## config.mk

```make
export PLATFORM = sky130hd
export DESIGN_NAME = cbmur_ctrl
export DESIGN_NICKNAME = d
export VERILOG_FILES = /design/src/hdl/cbmur_pkg.sv /design/src/hdl/cbmur_ctrl.sv
export SDC_FILE = /design/constraint.sdc
export NUM_CORES = 1
export LEC_CHECK = 0
export ABC_AREA = 1
export BUFFER_PORTS_ARGS = -buffer_cell sky130_fd_sc_hd__buf_4
export CORE_AREA = 2 2 39 41
export DETAILED_ROUTE_END_ITERATION = 8
export DIE_AREA = 0 0 41 43
export GPL_TIMING_DRIVEN = 0
export HOLD_SLACK_MARGIN = 0.05
export PLACE_DENSITY = 0.3
export SYNTH_ARGS = -nofsm -noshare
export SYNTH_HDL_FRONTEND = slang
export SYNTH_SLANG_ARGS = --single-unit
```

## constraint.sdc

```tcl
create_clock -name clk -period 1.32 [get_ports clk]
set_input_delay 0.198 -clock clk [delete_from_list [all_inputs] [get_ports clk]]
set_output_delay 0.198 -clock clk [all_outputs]
set_load 0.02 [all_outputs]
```

## src/hdl/cbmur_pkg.sv

```systemverilog
`default_nettype none
// Shared sizes, codes, handshake structs and the RAM reset image.
// Used by cbmur_ctrl, cbmur_dp and the top level; no dependencies.
package cbmur_pkg;

  // RAM_WORDS and FIFO_DEPTH: powers of two
  localparam int RAM_WORDS        = 4096;
  localparam int FIFO_DEPTH       = 32;
  localparam int ROM_ADDRESS_BITS = 15;

  localparam int RAM_AW  = $clog2(RAM_WORDS);
  localparam int FIFO_AW = $clog2(FIFO_DEPTH);
  localparam int FIFO_CW = $clog2(FIFO_DEPTH + 1);
  localparam int FIFO_SW = FIFO_AW + 1;

  localparam logic [14:0] ROM_MASK = 15'((32'd1 << ROM_ADDRESS_BITS) - 32'd1);

  localparam logic [2:0] MODE_IDLE   = 3'd0;
  localparam logic [2:0] MODE_MEM_RD = 3'd1;
  localparam logic [2:0] MODE_MEM_WR = 3'd2;
  localparam logic [2:0] MODE_IO_RD  = 3'd3;
  localparam logic [2:0] MODE_IO_WR  = 3'd4;
  localparam logic [2:0] MODE_SER_RX = 3'd5;

  localparam logic [7:0] PORT_STATUS = 8'h00;
  localparam logic [7:0] PORT_DATA   = 8'h01;

  localparam logic [7:0] STAT_RX_AVAIL = 8'h80;
  localparam logic [7:0] STAT_TX_BUSY  = 8'h40;
  localparam logic [7:0] RD_UNKNOWN    = 8'hAA;
  localparam logic [7:0] RD_EMPTY      = 8'hFF;
  localparam logic [7:0] ESCAPE_RESET  = 8'd7;

  localparam logic [7:0] BOOT_JP  = 8'hC3;
  localparam logic [7:0] BOOT_LO  = 8'h00;
  localparam logic [7:0] BOOT_HI  = 8'h80;

  typedef enum logic [1:0] {
    RD_FIX,
    RD_RAM,
    RD_FIFO
  } rd_sel_t;

  typedef struct packed {
    logic clear_wr;
    logic take;
    logic commit;
  } ctl_cmd_t;

  typedef struct packed {
    logic clear_last;
  } ctl_sts_t;

  function automatic logic [7:0] ram_init(input logic [RAM_AW-1:0] a);
    logic [7:0] v;
    v = 8'h00;
    if (a == RAM_AW'(0)) v = BOOT_JP;
    else if (a == RAM_AW'(1)) v = BOOT_LO;
    else if (a == RAM_AW'(2)) v = BOOT_HI;
    return v;
  endfunction

endpackage
`default_nettype wire

```

## src/hdl/cbmur_ctrl.sv

```systemverilog
`default_nettype none
// Controller: clearing pass, beat acceptance and output register handshake.
// Depends on cbmur_pkg; drives the datapath through ctl_cmd_t.
module cbmur_ctrl (
  input  wire logic                clk,
  input  wire logic                rst,
  input  wire logic                in_valid,
  output logic                     in_stall,
  output logic                     out_valid,
  input  wire logic                out_stall,
  output cbmur_pkg::ctl_cmd_t      cmd,
  input  wire cbmur_pkg::ctl_sts_t sts
);

  typedef enum logic [1:0] {
    ST_CLEAR,
    ST_IDLE,
    ST_ACCESS
  } state_t;

  state_t state;

  assign in_stall     = !(state == ST_IDLE && (!out_valid || !out_stall));
  assign cmd.take     = in_valid && !in_stall;
  assign cmd.clear_wr = (state == ST_CLEAR);
  assign cmd.commit   = (state == ST_ACCESS);

  always_ff @(posedge clk) begin
    if (rst) begin
      state     <= ST_CLEAR;
      out_valid <= 1'b0;
    end else begin
      unique case (state)
        ST_CLEAR: begin
          if (sts.clear_last) state <= ST_IDLE;
        end
        ST_IDLE: begin
          if (out_valid && !out_stall) out_valid <= 1'b0;
          if (cmd.take) state <= ST_ACCESS;
        end
        ST_ACCESS: begin
          out_valid <= 1'b1;
          state     <= ST_IDLE;
        end
        default: state <= ST_CLEAR;
      endcase
    end
  end

`ifndef NO_ASSERTIONS
  a_no_take_in_clear: assert property (@(posedge clk) disable iff (rst)
    state == ST_CLEAR |-> !cmd.take && !out_valid)
    else $error("beat accepted during clearing pass");
  a_commit_after_take: assert property (@(posedge clk) disable iff (rst)
    cmd.commit |-> $past(cmd.take))
    else $error("commit without accepted beat");
  a_out_free_on_commit: assert property (@(posedge clk) disable iff (rst)
    cmd.commit |-> !out_valid)
    else $error("output register overwritten");
`endif

endmodule
`default_nettype wire

```

After elaboration in Yosys (flattened, before gate mapping)
Cells that the tools add are included.

storage, ports and cells
  register bits = 3
  input bits = 5

operators by class
  eq/ne operators = 5
  multiplexer cells = 5
  reduce and logical (&&, ||, !) cells = 11

operators with widths
  kind                                                   number
  one-hot mux 2 bit (3 select lines)                     1
  two-way mux 2 bit                                      2
  inequality test 2 x 1 -> 1 bit, second input constant  2
  AND reduction 2 bit                                    2
  logical AND 1 bit                                      3
  logical NOT 1 bit                                      3
  equality test 2 x 1 -> 1 bit, second input constant    1
  equality test 2 bit, second input constant             1
  logical NOT 2 bit                                      1
  inequality test 2 bit, second input constant           1
  one-hot mux 1 bit (2 select lines)                     1
  nonzero test 2 bit                                     1
  logical OR 1 bit                                       1
  two-way mux 1 bit                                      1

Depth between registers and ports, before layout
  depth in word-level cells = 6
  depth in mapped cells = 5

Worst setup path before layout
No wires, ideal clock.

  path kind = register -> output
  start point = register out_valid
  end point = output cmd[1] in the netlist's numbering
  data arrival time = 0.783 ns
  required time = 1.122 ns
  setup slack = 0.339 ns
  cell stages (with the launch flop) = 4
  buffers on the path = 0
  path through = dfxtp_1 -> nand2_1 -> nand3_1 -> inv_1

RTL lines
  item                    line              RTL
  start, declared         cbmur_ctrl.sv:9   output logic out_valid,
  start signal, assigned  cbmur_ctrl.sv:31  out_valid <= 1'b0;
  start signal, assigned  cbmur_ctrl.sv:38  if (out_valid && !out_stall) out_valid <= 1'b0;
  start signal, assigned  cbmur_ctrl.sv:42  out_valid <= 1'b1;
  end, declared           cbmur_ctrl.sv:11  output cbmur_pkg::ctl_cmd_t cmd,

==> reports/qor.yml <==
outcome:
  status: "completed"
layout:
  mostFrequentLayoutCells: "9 x buf_4, 6 x nand2_1, 5 x inv_1, 5 x nor2_1"
  area_growth_pct: 83.78
  drive_gt1_share_pct: 36.11
  layout.cells.most_common: "buf_4"
  n_antenna_cell: 0
  fillers: 163
  fin_cells: 52
  layout.nets: 42
  fin_area_um2: 255.2
worst_setup_path:
  worst_setup_path_end_kind: "output pin"
  critical_path_class: "flop to output pin"
  cp-start-kind: "flop"
  critPathRequiredTime_ns: 1.12
  worstPathMaxFanout: 3
  r2r_slack_ns: 0.48
  cp_data_arrival_time_ns: 1.01
detailed_routing:
  detail-route-antenna-nets: 0
  vias: 173
  first_pass_iters: 1
  initialDrtViolationCount: 0
  drc: 0
  viasPerCell: 3.327
  wl_per_cell_um: 6.846
  drt_wl_total_um: 356
die:
  die_w_um: 41
  dieArea_um2: 1763
  die_h_um: 43
  start_util_pct: 10.04
  rows: 14
  core_region_area_um2: 1384
  boundaryPins: 10
clock_tree:
  clkLatencyLatePin_ns: 0.23
  cts.sinks: 3
  cts-resized-gates: 0
  cts_tree: "done"
  cts_root_buffer: "clkbuf_4"
  clk_pin_slew_ns: 0.04
  postCtsSetupBuffers: 0
  numCtsBuffers: 3
  htreeDepth: 1
  cts_max_path_buffers: 2
  cts_hold_buffers: 0
grt:
  track_usage_pct: 5.717
  antenna_found_initial: 0
  grt_pass1_wl_um: 621
  grt_start_max_net_pins: 5
  overflow: 0
  grt_pass1_vias: 187
placed_design:
  place_area_um2: 226.5
  io_buffer_count: 9
  place.gp.congestion: 0.6224
  dp.cells: 48
  preCtsSetupSlack_ns: 0.3257
job:
  drv_cap: 0
pwr:
  p_switching_uw: 82.36
  clkPwrFrac_pct: 48.7
  intPower_uw: 239.7
  vdd_drop_max_v: 0.0002235
  power_density_nw_per_um2: 1262
  p_leak_nw: 0.1477
  combPwrFrac_pct: 19.9
  pwr-share-seq_pct: 31.5
  p_sw_share_pct: 25.57
timing:
  fmax_mhz: 830.2
  rsz0062_at_grt: "false"
  hold_ws_ns: 0.1465
  post-route-min-period_ns: 1.205
  worst_slack_ns: 0.1155
  drv_slew: 0
  skew_ns: 0.0006563
  hold_viol: 0
  setup_violations: 0
  tightest_slew_ns: 0.1177
  post-route-period-util_pct: 91.25
  tns_ns: 0
  slew_headroom_pct: 92.13
yosys:
  synth_top_area_share_pct: 43.24
  yosysWarnings: 0
  synth_top_cell_by_area: "dfxtp_1"
  syn_inst: 23
  seq_area_frac_synth_pct: 43.24
  syn_avg_cell_area_um2: 6.038
  syn-num-nets: 28
  yosysUniqueCellTypes: 6
  synth-seq-cells: 3
  ys_top_cells_by_area: "dfxtp_1 43%, nand2_1 19%, inv_1 14%"
  syn_area_um2: 138.9
hold_path:
  min_path_type: "input pin to flop"
## worst paths after layout
kind | start | endpoint | cells past startpoint
worst max-delay path | state[1]$_SDFFE_PP0P_ | cmd[1] | 6
worst min register to register | out_valid$_SDFFE_PP0P_ | out_valid$_SDFFE_PP0P_ | 2
worst max register to register | state[0]$_SDFFE_PP0P_ | out_valid$_SDFFE_PP0P_ | 5
worst min-delay path | rst | state[1]$_SDFFE_PP0P_ | 2
## cell families after synthesis
logic type,after synthesis,share of synthesized area [%]
AO/OA/AOI/OAI,2,7.207
buffers and inverters,5,13.51
flip-flops,3,43.24
AND/OR/NAND/NOR,13,36.04
## worst max-delay path, cell delays in order, from the launching register on
cell	delay, ns
dfxtp_1	0.33
inv_1	0.05
nand2_2	0.07
inv_1	0.05
nand3_1	0.08
inv_1	0.04
buf_4	0.15
## synthesized netlist by cell type, drive strengths merged
| cell type | number |
|---|---|
| nand2 | 7 |
| inv | 5 |
| nor2 | 5 |
| dfxtp | 3 |
| a21oi | 2 |
| nand3 | 1 |
## per-stage QoR
| step | utilization [%] | total power [mW] |
|---|---|---|
| 2_1_floorplan | - | 0.1359 |
| 3_3_place_gp | 16.37 | 0.1675 |
| 3_5_place_dp | 16.37 | 0.1667 |
| 4_1_cts | 18.26 | 0.3330 |
| 5_1_grt | 18.44 | 0.3517 |
| 6_report | 18.44 | 0.3221 |
## metal layers
metal  track usage (%)  vias up  part of all wire [%]
met2             7.500       10                    42
li1                  -       93                     -
met4             6.000        0                     0
met1             5.769       70                    37
met5                 0        -                     0
met3             3.141        0                    21
## power by group through the flow
stage | registers (mW) | logic, mW | clock network, mW
global placement | 0.102 | 0.0652 | 0
global route | 0.102 | 0.0736 | 0.176
detailed placement | 0.102 | 0.0645 | 0
finish | 0.101 | 0.0641 | 0.157
CTS | 0.101 | 0.0647 | 0.167
floorplan | 0.104 | 0.0321 | 0
## state kept, by name, summed over array words and instances, names as in the netlist
signal and flops:
out_valid 1, state 2
## layout make-up
| cell class | count | area, um2 | share of cell area (%) |
|---|---|---|---|
| clock buffers | 4 | 26.28 | 10.29 |
| inverters | 5 | 18.77 | 7.353 |
| multi-input cells | 15 | 62.56 | 24.51 |
| flip-flops and latches | 3 | 60.06 | 23.53 |
| well taps | 16 | 20.02 | 7.843 |
| repair buffers | 9 | 67.56 | 26.47 |
No activity file was read; power rests on OpenSTA's default activity.
